File: config.mk
export PLATFORM = sky130hd
export DESIGN_NAME = mei_front
export DESIGN_NICKNAME = d
export VERILOG_FILES = /design/src/rtl/mei_pkg.sv /design/src/rtl/mei_front.sv
export SDC_FILE = /design/constraint.sdc
export NUM_CORES = 1
export LEC_CHECK = 0
export ABC_AREA = 1
export BUFFER_PORTS_ARGS = -buffer_cell sky130_fd_sc_hd__buf_2
export CAP_MARGIN = 25
export CORE_MARGIN = 10
export CORE_UTILIZATION = 50
export CTS_CLUSTER_SIZE = 16
export DETAILED_ROUTE_END_ITERATION = 10
export GPL_ROUTABILITY_DRIVEN = 1
export PLACE_DENSITY = 0.79
export SLEW_MARGIN = 20
export SYNTH_ARGS = -nofsm -noshare
export SYNTH_HDL_FRONTEND = slang
export SYNTH_SLANG_ARGS = --single-unit
File: constraint.sdc
create_clock -name i_clk -period 6.03 [get_ports i_clk]
set_clock_uncertainty 0.15 [all_clocks]
set_input_delay 0.9045 -clock i_clk [delete_from_list [all_inputs] [get_ports i_clk]]
set_output_delay 0.9045 -clock i_clk [all_outputs]
set_load 0.05 [all_outputs]
File: src/rtl/mei_pkg.sv
// Shared constants and types for the Mandelbrot escape-time unit.
`timescale 1ns / 1ps
package mei_pkg;
    localparam int TAG_W      = 11;
    localparam int CFG_W      = 16;
    localparam int C_W        = 32;
    localparam int Z_W        = 64;
    localparam int FRAC       = 28;
    localparam int MAG_FRAC   = 24;
    localparam int MAG_W      = 48;
    localparam int CFG_RESET  = 50;
    localparam logic [Z_W-1:0]   COMP_LIM = 64'h4000_0000_0000_0000;
    localparam logic [Z_W-1:0]   ESC_LIM  = 64'(4) << FRAC;
    localparam logic [MAG_W-1:0] MAG_MAX  = '1;

    typedef struct packed {
        logic signed [C_W-1:0] cr;
        logic signed [C_W-1:0] ci;
        logic [TAG_W-1:0]      x;
        logic [TAG_W-1:0]      y;
        logic                  skip;
    } t_job;

    typedef struct packed {
        logic [TAG_W-1:0] x;
        logic [TAG_W-1:0] y;
        logic             esc;
        logic [CFG_W-1:0] steps;
        logic [MAG_W-1:0] mag;
    } t_res;

    typedef enum logic [1:0] {ST_IDLE, ST_START, ST_WAIT, ST_OUT} t_state;
    typedef enum logic [1:0] {PH_LOOP, PH_EXTRA, PH_FINAL} t_phase;
endpackage

File: src/rtl/mei_front.sv
// Front end: accepts points, marks one-step budgets and queues them for the core.
`timescale 1ns / 1ps
module mei_front (
    input  logic                        i_clk,
    input  logic                        i_rst_n,
    input  logic                        push,
    output logic                        full,
    input  logic signed [mei_pkg::C_W-1:0] i_c_real,
    input  logic signed [mei_pkg::C_W-1:0] i_c_imag,
    input  logic [mei_pkg::TAG_W-1:0]   i_pixel_x,
    input  logic [mei_pkg::TAG_W-1:0]   i_pixel_y,
    input  logic [mei_pkg::CFG_W-1:0]   i_max_iter,
    output logic                        o_job_valid,
    output mei_pkg::t_job               o_job,
    input  logic                        i_job_pop
);
    import mei_pkg::*;

    t_job       r_q [2];
    logic       r_wp, r_rp;
    logic [1:0] r_cnt;
    logic       wr, rd;

    assign full        = (r_cnt == 2'd2);
    assign o_job_valid = (r_cnt != 2'd0);
    assign o_job       = r_q[r_rp];
    assign wr          = push && !full;
    assign rd          = i_job_pop && o_job_valid;

    always_ff @(posedge i_clk) begin
        if (wr) begin
            r_q[r_wp] <= '{cr: i_c_real, ci: i_c_imag, x: i_pixel_x, y: i_pixel_y,
                           skip: (i_max_iter == CFG_W'(1))};
        end
        if (!i_rst_n) begin
            r_wp  <= 1'b0;
            r_rp  <= 1'b0;
            r_cnt <= 2'd0;
        end else begin
            if (wr) r_wp <= !r_wp;
            if (rd) r_rp <= !r_rp;
            r_cnt <= r_cnt + 2'(wr) - 2'(rd);
        end
    end
endmodule

==> results of run 1 <==
-- flip-flops by register name (all words and copies together), names as in the netlist, named ones only --
| signal | count |
|---|---|
| r_cnt | 2 |
| r_rp | 1 |
| r_wp | 1 |
| r_q | 174 |
-- cell type report --
class	instances	area share
flip-flops and latches	179	0.6280
repair buffers	198	0.1180
inverters	20	0.008994
well taps	176	0.02595
multi-input cells	126	0.1500
clock inverters	14	0.01902
clock buffers	17	0.05013
-- worst min-delay path: stages, from the launching register on --
cell                      delay (ps)
sky130_fd_sc_hd__dfxtp_1         340
sky130_fd_sc_hd__nor2_1           60
sky130_fd_sc_hd__nor2_1           90
-- report_power, final --
part           switching, µW  internal [µW]  total [µW]
sequential              81.6           1580        1660
clock                    432            647        1080
combinational            974            389        1360
total                   1490           2620        4100
-- worst paths after layout --
path | to | slack, ps | startpoint
setup / recovery | o_job[2] | 2440 | flip-flop
setup reg to reg | r_q[1][78] | 3580 | r_cnt[0]
hold reg to reg | flip-flop | 370 | r_rp
hold / removal | flip-flop | 370 | r_rp
-- stage by stage --
| stage | total power, µW | area [µm²] | utilization | setup WS, ps |
|---|---|---|---|---|
| floorplan | 2784 | 6746 | - | 748.6 |
| global placement | 3039 | 7899 | 0.5965 | 2906 |
| detailed placement | 3070 | 7899 | 0.5965 | 2864 |
| CTS | 4155 | 8486 | 0.6408 | 2392 |
| global route | 4274 | 8486 | 0.6408 | 2323 |
| finish | 4104 | 8486 | 0.6408 | 2441 |
-- cell usage after synthesis (all sizes together) --
library cell,n
mux2,87
nor2,14
a21oi,2
inv,20
and2,1
nand2,17
edfxtp,174
dfxtp,5
buf,10
ha,2
nand3,3
-- cell usage in the layout, fill, tap and decap left out --
cell type                      n
sky130_fd_sc_hd__inv_1        19
sky130_fd_sc_hd__a21oi_1       2
sky130_fd_sc_hd__ha_1          2
sky130_fd_sc_hd__clkinvlp_4    2
sky130_fd_sc_hd__mux2_4       30
sky130_fd_sc_hd__clkinv_1      3
sky130_fd_sc_hd__nor2_4        1
sky130_fd_sc_hd__buf_2       194
sky130_fd_sc_hd__mux2_2       57
sky130_fd_sc_hd__dfxtp_1       4
sky130_fd_sc_hd__and2_1        1
sky130_fd_sc_hd__nor2_1       13
sky130_fd_sc_hd__clkinv_2      3
sky130_fd_sc_hd__dfxtp_4       1
sky130_fd_sc_hd__bufinv_16     3
sky130_fd_sc_hd__clkinv_4      1
sky130_fd_sc_hd__edfxtp_1    174
sky130_fd_sc_hd__nand2_1      17
sky130_fd_sc_hd__nand3_1       3
sky130_fd_sc_hd__clkbuf_16    17
sky130_fd_sc_hd__buf_4         4
sky130_fd_sc_hd__inv_6         3
-- per-layer routing --
| metal | wire length (µm) | GRT usage | up-vias |
|---|---|---|---|
| li1 | - | - | 1688 |
| met1 | 5034 | 0.1512 | 1715 |
| met2 | 6780 | 0.2408 | 129 |
| met3 | 1375 | 0.07343 | 19 |
| met4 | 226 | 0.06509 | 2 |
| met5 | 18 | 0 | - |
-- cells by family after synthesis --
group	Yosys count	share of synthesized area
adder cells (fa/ha/maj)	2	0.003709
buffers and inverters	30	0.02318
multiplexers	87	0.1619
AND/OR/NAND/NOR	35	0.02040
AO/OA/AOI/OAI	2	0.001484
flip-flops	179	0.7893
==> report_table.html, run 1 <==
<table>
<tr><th>Metric</th><th>Value</th></tr>
<tr><th colspan="2">GRT</th></tr>
<tr><td>GRT overflow</td><td>0</td></tr>
<tr><td>Pin count of the biggest net entering global routing</td><td>50</td></tr>
<tr><td>Wire length of the first global-routing pass</td><td>20,230 µm</td></tr>
<tr><td>Initial antenna violation count</td><td>1</td></tr>
<tr><td>Vias in the first global route</td><td>3,865</td></tr>
<tr><td>Combined global-route utilization of all metal layers</td><td>0.1450</td></tr>
<tr><th colspan="2">Clock network</th></tr>
<tr><td>Longest Clk Path Bufs</td><td>2</td></tr>
<tr><td>Number of clock sinks</td><td>179</td></tr>
<tr><td>CTS Buf Count</td><td>17</td></tr>
<tr><td>Clk Tree Root Cell</td><td>sky130_fd_sc_hd__clkbuf_16</td></tr>
<tr><td>TritonCTS clock tree</td><td>built</td></tr>
<tr><td>Count of H-tree levels built during CTS</td><td>4</td></tr>
<tr><td>Hold-fix buffers, CTS</td><td>0</td></tr>
<tr><td>Worst skew pair latency</td><td>420 ps</td></tr>
<tr><td>Setup Buffers After CTS</td><td>0</td></tr>
<tr><td>Resized Gates After CTS</td><td>0</td></tr>
<tr><td>Clk slew on worst S/H paths</td><td>60 ps</td></tr>
<tr><th colspan="2">Floorplan</th></tr>
<tr><td>Die height</td><td>136.2 µm</td></tr>
<tr><td>Die Footprint</td><td>18,540 µm²</td></tr>
<tr><td>X dimension of the die</td><td>136.2 µm</td></tr>
<tr><td>Core footprint</td><td>13,240 µm²</td></tr>
<tr><td>Top-level I/O count</td><td>195</td></tr>
<tr><td>Standard-cell row count</td><td>42</td></tr>
<tr><td>Initial standard-cell utilization of the core</td><td>0.5094</td></tr>
<tr><th colspan="2">Layout</th></tr>
<tr><td>Fin cells</td><td>730</td></tr>
<tr><td>Storage cell area</td><td>5329 µm²</td></tr>
<tr><td>Net count reported at finish</td><td>650</td></tr>
<tr><td>Diodes inserted</td><td>0</td></tr>
<tr><td>Layout cell share with drive strength beyond 1</td><td>0.5704</td></tr>
<tr><td>Fill cell instance count of the final layout</td><td>995</td></tr>
<tr><td>Multi-input gate area in the final layout</td><td>1272 µm²</td></tr>
<tr><td>Area growth from synthesis to layout</td><td>25.78%</td></tr>
<tr><th colspan="2">Placed design</th></tr>
<tr><td>GP Congestion</td><td>0.7565</td></tr>
<tr><td>Total placed cells including tap cells</td><td>699</td></tr>
<tr><td>Sum of net half-perimeters after detailed placement</td><td>9698 µm</td></tr>
<tr><td>Number of I/O port buffers</td><td>194</td></tr>
<tr><th colspan="2">Worst hold path</th></tr>
<tr><td>Worst min-delay path class</td><td>flip-flop to flip-flop</td></tr>
<tr><td>Hold-critical path depth</td><td>2</td></tr>
<tr><th colspan="2">Power and ir drop</th></tr>
<tr><td>LEAKAGE</td><td>0.003350 µW</td></tr>
<tr><td>Power density over the cells</td><td>483.7 nW/µm²</td></tr>
<tr><td>Worst vdd ir</td><td>0.2830 mV</td></tr>
<tr><th colspan="2">Critical path</th></tr>
<tr><td>Cell Chain, Critical Path</td><td>buf_4 &gt; mux2_2 &gt; buf_2</td></tr>
<tr><td>Type of the worst setup path</td><td>flip-flop to output port</td></tr>
<tr><td>CP required</td><td>4980 ps</td></tr>
<tr><td>Cells on worst reg2reg path</td><td>5</td></tr>
<tr><td>Buf+Inv Stages, Crit Path</td><td>2</td></tr>
<tr><td>Critical path arrival</td><td>2530 ps</td></tr>
<tr><td>Type of element launching the critical path</td><td>flip-flop</td></tr>
<tr><td>Largest incremental delay on the critical path</td><td>750 ps</td></tr>
<tr><td>Largest driver fanout on the critical path</td><td>45</td></tr>
<tr><td>Slowest CP cell</td><td>sky130_fd_sc_hd__dfxtp_4</td></tr>
<tr><td>Critical Path Stages</td><td>3</td></tr>
<tr><td>Crit end category</td><td>output port</td></tr>
<tr><td>Delay-heaviest family, CP</td><td>buffers and inverters</td></tr>
<tr><th colspan="2">Logic synthesis</th></tr>
<tr><td>Count of state elements after synthesis</td><td>179</td></tr>
<tr><td>Syn Std Cell Area</td><td>6746 µm²</td></tr>
<tr><td>Fraction of post-synthesis cell area in the top cell type by area</td><td>0.7745</td></tr>
<tr><td>Yosys top cell by area</td><td>sky130_fd_sc_hd__edfxtp_1</td></tr>
<tr><td>Number of warnings issued by yosys</td><td>0</td></tr>
<tr><td>Post-Synthesis Cells</td><td>335</td></tr>
<tr><td>Fraction of the yosys area taken by sequential cells</td><td>0.7893</td></tr>
<tr><td>Average instance area after synthesis</td><td>20.14 µm²</td></tr>
<tr><td>Net count after synthesis</td><td>443</td></tr>
<tr><td>Distinct cell type count of the synthesized netlist</td><td>13</td></tr>
<tr><td>Synth top area cells</td><td>sky130_fd_sc_hd__edfxtp_1 (77%), sky130_fd_sc_hd__mux2_2 (9.5%), sky130_fd_sc_hd__mux2_4 (6.7%)</td></tr>
<tr><th colspan="2">Timing</th></tr>
<tr><td>Final min period</td><td>3589 ps</td></tr>
<tr><td>Min Hold Slack</td><td>365.4 ps</td></tr>
<tr><td>Pins over their slew limit</td><td>0</td></tr>
<tr><td>Setup Total Neg Slack</td><td>0 ps</td></tr>
<tr><td>Post-route fraction of the period consumed by the critical path</td><td>0.5952</td></tr>
<tr><td>Peak clock frequency supported by timing</td><td>278.6 MHz</td></tr>
<tr><td>Worst slew margin</td><td>0.5025</td></tr>
<tr><td>Slew @ Worst Pin</td><td>744.5 ps</td></tr>
<tr><td>Hold Fails Final Rpt</td><td>0</td></tr>
<tr><td>Final setup vio count</td><td>0</td></tr>
<tr><td>Setup repair after global routing missed its margin</td><td>false</td></tr>
<tr><th colspan="2">Drt</th></tr>
<tr><td>Number of optimization iterations in the first detailed-route pass</td><td>4</td></tr>
<tr><td>Detailed Route WL</td><td>13,440 µm</td></tr>
<tr><td>Remaining routing DRC violations</td><td>0</td></tr>
<tr><td>Vias</td><td>3,553</td></tr>
<tr><td>Number of nets with antenna violations after routing</td><td>0</td></tr>
<tr><td>Detail-routed net length per standard cell</td><td>18.40 µm</td></tr>
<tr><td>Number of DRC violations after detailed-routing iteration 0</td><td>179</td></tr>
<tr><td>Routed vias/inst</td><td>4.867</td></tr>
<tr><th colspan="2">Run status</th></tr>
<tr><td>Run status</td><td>complete, no violations</td></tr>
<tr><th colspan="2">Job</th></tr>
<tr><td>Number of max-capacitance violations reported</td><td>0</td></tr>
</table>
No activity file was read; power rests on OpenSTA's default activity.
==> run 2, diff against run 1 <==
==> constraint.sdc (replaced) <==
create_clock -name i_clk -period 3.5 [get_ports i_clk]
set_clock_uncertainty 0.15 [all_clocks]
set_input_delay 0.525 -clock i_clk [delete_from_list [all_inputs] [get_ports i_clk]]
set_output_delay 0.525 -clock i_clk [all_outputs]
set_load 0.05 [all_outputs]
==> report_table.html, run 2 (synthesis gave the netlist of run 1 again) <==
<table>
<tr><th>Metric</th><th>Value</th></tr>
<tr><th colspan="2">Layout</th></tr>
<tr><td>Most frequent standard cell in the layout excluding fill and tap cells</td><td>sky130_fd_sc_hd__buf_2</td></tr>
<tr><td>Commonest cells after routing, fill and taps aside</td><td>sky130_fd_sc_hd__buf_2 (194), sky130_fd_sc_hd__edfxtp_1 (174), sky130_fd_sc_hd__mux2_2 (57)</td></tr>
<tr><td>Area growth from synthesis to layout</td><td>26.98%</td></tr>
<tr><td>Largest registers ranked by flip-flop count</td><td>r_q: 174 flops, r_cnt: 2 flops</td></tr>
<tr><td>Number of flip-flops in the largest register</td><td>174 (unchanged)</td></tr>
<tr><td>Layout cell share with drive strength beyond 1</td><td>0.5730 (+0.002576)</td></tr>
<tr><td>Fill cell instance count of the final layout</td><td>989 (-0.60%)</td></tr>
<tr><td>Storage cell area</td><td>5329 µm² (unchanged)</td></tr>
<tr><td>Fin cells</td><td>732 (+0.27%)</td></tr>
<tr><td>Net count reported at finish</td><td>650 (unchanged)</td></tr>
<tr><td>Largest register by flop count</td><td>r_q</td></tr>
<tr><td>Multi-input gate area in the final layout</td><td>1272 µm² (unchanged)</td></tr>
<tr><th colspan="2">Drt</th></tr>
<tr><td>Routed vias/inst</td><td>4.944 (+1.6%)</td></tr>
<tr><td>Number of DRC violations after detailed-routing iteration 0</td><td>155 (-13%)</td></tr>
<tr><td>Detail-routed net length per standard cell</td><td>18.95 µm (+3.0%)</td></tr>
<tr><td>Remaining routing DRC violations</td><td>0 (unchanged)</td></tr>
<tr><td>Detailed Route WL</td><td>13,870 µm (+3.2%)</td></tr>
<tr><td>Number of optimization iterations in the first detailed-route pass</td><td>4 (unchanged)</td></tr>
<tr><td>Number of nets with antenna violations after routing</td><td>0 (unchanged)</td></tr>
<tr><td>Vias</td><td>3,619 (+1.9%)</td></tr>
<tr><th colspan="2">Timing</th></tr>
<tr><td>Setup repair after global routing missed its margin</td><td>false</td></tr>
<tr><td>Slew @ Worst Pin</td><td>804.4 ps (+59.88 ps)</td></tr>
<tr><td>Hold Fails Final Rpt</td><td>0 (unchanged)</td></tr>
<tr><td>Pins over their slew limit</td><td>0 (unchanged)</td></tr>
<tr><td>Setup Total Neg Slack</td><td>0 ps (unchanged)</td></tr>
<tr><td>Peak clock frequency supported by timing</td><td>353.9 MHz</td></tr>
<tr><td>Final setup vio count</td><td>0 (unchanged)</td></tr>
<tr><td>Post-route fraction of the period consumed by the critical path</td><td>0.8074</td></tr>
<tr><td>Worst slew margin</td><td>0.4637 (-0.03874)</td></tr>
<tr><td>Final min period</td><td>2826 ps</td></tr>
<tr><th colspan="2">Worst hold path</th></tr>
<tr><td>Worst Hold Launch</td><td>i_pixel_x[10]</td></tr>
<tr><td>Hold-critical path depth</td><td>1 (-1)</td></tr>
<tr><td>Worst Hold End</td><td>r_q[0][22]</td></tr>
<tr><td>Worst min-delay path class</td><td>input port to flip-flop</td></tr>
<tr><th colspan="2">Clock network</th></tr>
<tr><td>TritonCTS clock tree</td><td>built</td></tr>
<tr><td>Count of H-tree levels built during CTS</td><td>4 (unchanged)</td></tr>
<tr><td>Clk Tree Root Cell</td><td>sky130_fd_sc_hd__clkbuf_16</td></tr>
<tr><td>Hold-fix buffers, CTS</td><td>0 (unchanged)</td></tr>
<tr><td>Setup Buffers After CTS</td><td>0 (unchanged)</td></tr>
<tr><td>Worst skew pair latency</td><td>420 ps (about the same)</td></tr>
<tr><td>Clk slew on worst S/H paths</td><td>60 ps (about the same)</td></tr>
<tr><td>Resized Gates After CTS</td><td>0 (unchanged)</td></tr>
<tr><td>CTS Buf Count</td><td>17 (unchanged)</td></tr>
<tr><td>Longest Clk Path Bufs</td><td>2 (unchanged)</td></tr>
<tr><td>Number of clock sinks</td><td>179 (unchanged)</td></tr>
<tr><th colspan="2">Power and ir drop</th></tr>
<tr><td>Worst vdd ir</td><td>0.6648 mV (+130%)</td></tr>
<tr><td>Power density over the cells</td><td>847.3 nW/µm² (+75%)</td></tr>
<tr><td>LEAKAGE</td><td>0.003382 µW (+0.95%)</td></tr>
<tr><th colspan="2">Run status</th></tr>
<tr><td>Run status</td><td>complete, no violations</td></tr>
<tr><th colspan="2">Critical path</th></tr>
<tr><td>Type of element launching the critical path</td><td>flip-flop</td></tr>
<tr><td>Cells on worst reg2reg path</td><td>5 (unchanged)</td></tr>
<tr><td>Critical path arrival</td><td>2150 ps (-380 ps)</td></tr>
<tr><td>Crit end category</td><td>output port</td></tr>
<tr><td>CP required</td><td>2820 ps (-2160 ps)</td></tr>
<tr><td>Largest driver fanout on the critical path</td><td>46 (+2.2%)</td></tr>
<tr><td>Destination of the worst register-to-register timing path</td><td>r_q[0][66]</td></tr>
<tr><td>R2R setup slack</td><td>1490 ps (-2090 ps)</td></tr>
<tr><td>Type of the worst setup path</td><td>flip-flop to output port</td></tr>
<tr><td>Reg-to-Reg Start</td><td>r_cnt[0]</td></tr>
<tr><th colspan="2">GRT</th></tr>
<tr><td>GRT overflow</td><td>0 (unchanged)</td></tr>
<tr><td>Combined global-route utilization of all metal layers</td><td>0.1470 (+0.002043)</td></tr>
<tr><td>Vias in the first global route</td><td>4,018 (+4.0%)</td></tr>
<tr><td>Pin count of the biggest net entering global routing</td><td>59 (+18%)</td></tr>
<tr><td>Initial antenna violation count</td><td>2 (+1)</td></tr>
<tr><td>Wire length of the first global-routing pass</td><td>20,710 µm (+2.4%)</td></tr>
<tr><th colspan="2">Floorplan</th></tr>
<tr><td>Standard-cell row count</td><td>42 (unchanged)</td></tr>
<tr><td>X dimension of the die</td><td>136.2 µm (unchanged)</td></tr>
<tr><td>Initial standard-cell utilization of the core</td><td>0.5094 (unchanged)</td></tr>
<tr><td>Top-level I/O count</td><td>195 (unchanged)</td></tr>
<tr><td>Die height</td><td>136.2 µm (unchanged)</td></tr>
<tr><td>Core footprint</td><td>13,240 µm² (unchanged)</td></tr>
<tr><td>Die Footprint</td><td>18,540 µm² (unchanged)</td></tr>
<tr><th colspan="2">Placed design</th></tr>
<tr><td>GP Congestion</td><td>0.7547 (-0.24%)</td></tr>
<tr><td>Total placed cells including tap cells</td><td>699 (unchanged)</td></tr>
<tr><td>Sum of net half-perimeters after detailed placement</td><td>9946 µm (+2.6%)</td></tr>
<tr><td>Number of I/O port buffers</td><td>194 (unchanged)</td></tr>
<tr><th colspan="2">Job</th></tr>
<tr><td>Number of max-capacitance violations reported</td><td>0 (unchanged)</td></tr>
</table>
## run 2: where the power goes
| group | switching, µW | internal [µW] | leakage, µW | total [µW] |
|---|---|---|---|---|
| Clock | 757 | 1270 | 0.000308 | 2030 |
| Sequential | 140 | 2720 | 0.00167 | 2860 |
| Combinational | 1690 | 682 | 0.00141 | 2370 |
## run 2: worst max path at each step
stage                 to  cells past startpoint
6_report        o_job[4]                      3
5_1_grt         o_job[4]                      3
4_1_cts        o_job[42]                      3
3_5_place_dp    o_job[1]                      3
3_3_place_gp    o_job[4]                      3
2_1_floorplan  r_q[0][0]                      2
## run 2: through the flow
step	worst slack, ps	cell area (µm²)	utilization	hold WS (ps)	power (µW)
after global placement	1121	7925	0.5985	333.6	5246
after floorplan	60.87	6749	-	317.5	4784
after global routing	557.5	8564	0.6467	122.7	7522
final	674.2	8567	0.6469	143.3	7259
after detailed placement	1084	7925	0.5985	361.7	5309
after CTS	615.2	8564	0.6467	121.0	7340
## run 2: cell type report
cell class | count | share of cell area
multi-input cells | 126 | 0.1485
diodes | 1 | 0.0002921
clock inverters | 13 | 0.02410
well taps | 176 | 0.02570
repair buffers | 198 | 0.1198
clock buffers | 19 | 0.05053
inverters | 20 | 0.009055
flip-flops and latches | 179 | 0.6220
## run 2: metal layers
metal  global-route usage  routed length, µm  vias to the layer above
met3              0.06605               1222                       26
met2               0.2559               7199                      139
met5                    0                 13                        -
met1               0.1502               5168                     1764
li1                     -                  -                     1688
met4              0.06154                267                        2
## run 2: critical path: stages (launching register included)
cell and delay (ps):
sky130_fd_sc_hd__dfxtp_4 720, sky130_fd_sc_hd__buf_12 340, sky130_fd_sc_hd__mux2_2 390, sky130_fd_sc_hd__buf_2 210
==> run 3, diff against run 2 <==
==> constraint.sdc (replaced) <==
create_clock -name i_clk -period 2.8 [get_ports i_clk]
set_clock_uncertainty 0.15 [all_clocks]
set_input_delay 0.42 -clock i_clk [delete_from_list [all_inputs] [get_ports i_clk]]
set_output_delay 0.42 -clock i_clk [all_outputs]
set_load 0.05 [all_outputs]
==> report_table.html, run 3 (synthesis gave the netlist of run 1 again) <==
<table>
<tr><th>Metric</th><th>Value</th></tr>
<tr><th colspan="2">Critical path</th></tr>
<tr><td>Slowest CP cell</td><td>sky130_fd_sc_hd__mux2_2</td></tr>
<tr><td>Cell Chain, Critical Path</td><td>buf_12 &gt; mux2_2 &gt; buf_2</td></tr>
<tr><td>Crit end category</td><td>output port</td></tr>
<tr><td>R2R setup slack</td><td>770 ps (-720 ps)</td></tr>
<tr><td>CP required</td><td>2230 ps (-590 ps)</td></tr>
<tr><td>Type of the worst setup path</td><td>flip-flop to output port</td></tr>
<tr><td>Critical path arrival</td><td>1730 ps (-420 ps)</td></tr>
<tr><td>Largest driver fanout on the critical path</td><td>52 (+13%)</td></tr>
<tr><td>Largest incremental delay on the critical path</td><td>390 ps (-330 ps)</td></tr>
<tr><td>Type of element launching the critical path</td><td>flip-flop</td></tr>
<tr><th colspan="2">Layout</th></tr>
<tr><td>Multi-input gate area in the final layout</td><td>1272 µm² (unchanged)</td></tr>
<tr><td>Storage cell area</td><td>5329 µm² (unchanged)</td></tr>
<tr><td>Largest register by flop count</td><td>r_q</td></tr>
<tr><td>Net count reported at finish</td><td>652 (+0.31%)</td></tr>
<tr><td>Commonest cells after routing, fill and taps aside</td><td>sky130_fd_sc_hd__buf_2 (194), sky130_fd_sc_hd__edfxtp_1 (174), sky130_fd_sc_hd__mux2_2 (57)</td></tr>
<tr><td>Layout cell share with drive strength beyond 1</td><td>0.5763 (+0.003329)</td></tr>
<tr><td>Area growth from synthesis to layout</td><td>26.97% (about the same)</td></tr>
<tr><td>Fin cells</td><td>733 (+0.14%)</td></tr>
<tr><td>Number of flip-flops in the largest register</td><td>174 (unchanged)</td></tr>
<tr><td>Diodes inserted</td><td>0 (-1)</td></tr>
<tr><td>Utilization of the core after routing</td><td>0.6468 (about the same)</td></tr>
<tr><td>Fill cell instance count of the final layout</td><td>975 (-1.4%)</td></tr>
<tr><td>Largest registers ranked by flip-flop count</td><td>r_q: 174 flops, r_cnt: 2 flops</td></tr>
<tr><td>Most frequent standard cell in the layout excluding fill and tap cells</td><td>sky130_fd_sc_hd__buf_2</td></tr>
<tr><th colspan="2">GRT</th></tr>
<tr><td>Initial antenna violation count</td><td>2 (unchanged)</td></tr>
<tr><td>Vias in the first global route</td><td>3,925 (-2.3%)</td></tr>
<tr><td>Met1 layer usage reported by global route</td><td>0.1473 (-0.002896)</td></tr>
<tr><td>Combined global-route utilization of all metal layers</td><td>0.1432 (-0.003803)</td></tr>
<tr><td>Met3 GRT Util</td><td>0.07638 (+0.01033)</td></tr>
<tr><td>Pin count of the biggest net entering global routing</td><td>66 (+12%)</td></tr>
<tr><td>Wire length of the first global-routing pass</td><td>20,180 µm (-2.6%)</td></tr>
<tr><td>GRT overflow</td><td>0 (unchanged)</td></tr>
<tr><td>Layer carrying the most global-route usage</td><td>met2</td></tr>
<tr><td>Global routing usage on met2</td><td>0.2441 (-0.01188)</td></tr>
<tr><th colspan="2">Placed design</th></tr>
<tr><td>GP Congestion</td><td>0.7301 (-3.3%)</td></tr>
<tr><td>Total placed cells including tap cells</td><td>701 (+0.29%)</td></tr>
<tr><td>Sum of net half-perimeters after detailed placement</td><td>9508 µm (-4.4%)</td></tr>
<tr><td>Number of I/O port buffers</td><td>194 (unchanged)</td></tr>
<tr><td>Post-placement worst setup slack</td><td>784.9 ps (-298.7 ps)</td></tr>
<tr><th colspan="2">Timing</th></tr>
<tr><td>Setup Total Neg Slack</td><td>0 ps (unchanged)</td></tr>
<tr><td>Smallest setup slack after layout</td><td>504.9 ps (-169.4 ps)</td></tr>
<tr><td>Worst slew margin</td><td>0.4195 (-0.04420)</td></tr>
<tr><td>Final setup vio count</td><td>0 (unchanged)</td></tr>
<tr><td>Slew @ Worst Pin</td><td>870.7 ps (+66.31 ps)</td></tr>
<tr><td>Hold Fails Final Rpt</td><td>0 (unchanged)</td></tr>
<tr><td>Final min period</td><td>2295 ps</td></tr>
<tr><td>Pins over their slew limit</td><td>0 (unchanged)</td></tr>
<tr><td>Peak clock frequency supported by timing</td><td>435.7 MHz</td></tr>
<tr><td>Post-route fraction of the period consumed by the critical path</td><td>0.8197</td></tr>
<tr><td>Setup repair after global routing missed its margin</td><td>false</td></tr>
<tr><th colspan="2">Floorplan</th></tr>
<tr><td>Standard-cell row count</td><td>42 (unchanged)</td></tr>
<tr><td>Initial standard-cell utilization of the core</td><td>0.5094 (unchanged)</td></tr>
<tr><td>Die height</td><td>136.2 µm (unchanged)</td></tr>
<tr><td>Top-level I/O count</td><td>195 (unchanged)</td></tr>
<tr><td>Die Footprint</td><td>18,540 µm² (unchanged)</td></tr>
<tr><td>Core footprint</td><td>13,240 µm² (unchanged)</td></tr>
<tr><td>X dimension of the die</td><td>136.2 µm (unchanged)</td></tr>
<tr><th colspan="2">Drt</th></tr>
<tr><td>Detailed Route WL</td><td>13,360 µm (-3.7%)</td></tr>
<tr><td>Routed vias/inst</td><td>4.902 (-0.85%)</td></tr>
<tr><td>Vias</td><td>3,593 (-0.72%)</td></tr>
<tr><td>Number of DRC violations after detailed-routing iteration 0</td><td>176 (+14%)</td></tr>
<tr><td>Remaining routing DRC violations</td><td>0 (unchanged)</td></tr>
<tr><td>Detail-routed net length per standard cell</td><td>18.23 µm (-3.8%)</td></tr>
<tr><td>Number of nets with antenna violations after routing</td><td>0 (unchanged)</td></tr>
<tr><td>Number of optimization iterations in the first detailed-route pass</td><td>4 (unchanged)</td></tr>
<tr><th colspan="2">Clock network</th></tr>
<tr><td>Clk slew on worst S/H paths</td><td>60 ps (about the same)</td></tr>
<tr><td>Hold-fix buffers, CTS</td><td>0 (unchanged)</td></tr>
<tr><td>TritonCTS clock tree</td><td>built</td></tr>
<tr><td>CTS Buf Count</td><td>17 (unchanged)</td></tr>
<tr><td>Setup Buffers After CTS</td><td>0 (unchanged)</td></tr>
<tr><td>Clk Tree Root Cell</td><td>sky130_fd_sc_hd__clkbuf_16</td></tr>
<tr><td>Longest Clk Path Bufs</td><td>2 (unchanged)</td></tr>
<tr><td>Count of H-tree levels built during CTS</td><td>4 (unchanged)</td></tr>
<tr><td>Number of clock sinks</td><td>179 (unchanged)</td></tr>
<tr><td>Worst skew pair latency</td><td>410 ps (about the same)</td></tr>
<tr><td>Resized Gates After CTS</td><td>0 (unchanged)</td></tr>
<tr><th colspan="2">Job</th></tr>
<tr><td>Number of max-capacitance violations reported</td><td>0 (unchanged)</td></tr>
<tr><th colspan="2">Power and ir drop</th></tr>
<tr><td>Power density over the cells</td><td>1039 nW/µm² (+23%)</td></tr>
<tr><td>LEAKAGE</td><td>0.003385 µW (about the same)</td></tr>
<tr><td>Worst vdd ir</td><td>0.7240 mV (+8.9%)</td></tr>
<tr><th colspan="2">Run status</th></tr>
<tr><td>Run status</td><td>complete, no violations</td></tr>
<tr><th colspan="2">Worst hold path</th></tr>
<tr><td>Worst min-delay path class</td><td>input port to flip-flop</td></tr>
</table>
run 3: cell count changes in the layout (fill, tap and decap cells not counted), sizes merged:
cell / before / now
buf: 198 / 200
diode: 1 / 0
inv: 22 / 19
bufinv: 5 / 2
clkinv: 4 / 6
clkbuf: 19 / 23
run 3: worst paths after layout:
check / from / to / depth (start not counted)
setup / recovery: flip-flop / o_job[2] / 3
hold / removal: i_pixel_x[0] / r_q[1][12] / 1
setup reg to reg: r_cnt[0] / r_q[1][59] / 5
hold reg to reg: r_rp / flip-flop / 2
run 3: per-layer routing:
layer	wire length, µm	share of wire
met5	13	0.00097
met4	149	0.011
met3	1409	0.11
met2	6853	0.51
met1	4938	0.37
run 3: where the power goes:
group	internal, µW	leakage (µW)	switching [µW]
registers	3400	0.00167	99.5
logic	888	0.00142	2180
clock network	1430	0.000299	906
total	5710	0.00339	3190
run 3: final cells by class:
cell class,instances,share of cell area
repair buffers,200,0.1245
clock buffers,23,0.05814
clock inverters,9,0.01183
inverters,20,0.009202
well taps,176,0.02571
flip-flops and latches,179,0.6221
multi-input cells,126,0.1486
run 3: through the flow:
stage / total power [µW] / hold WS, ps / cell area, µm²
6_report: 8903 / 36.78 / 8566
3_5_place_dp: 6670 / 340.5 / 7966
5_1_grt: 9262 / 12.86 / 8566
4_1_cts: 9007 / 18.14 / 8566
2_1_floorplan: 5971 / 317.5 / 6758
3_3_place_gp: 6609 / 334.3 / 7966
run 3: critical path, delay by kind of cell (launching register included):
family | cells | cell delay [ps]
buffers and inverters | 2 | 500
muxes | 1 | 390
DFF | 1 | 370
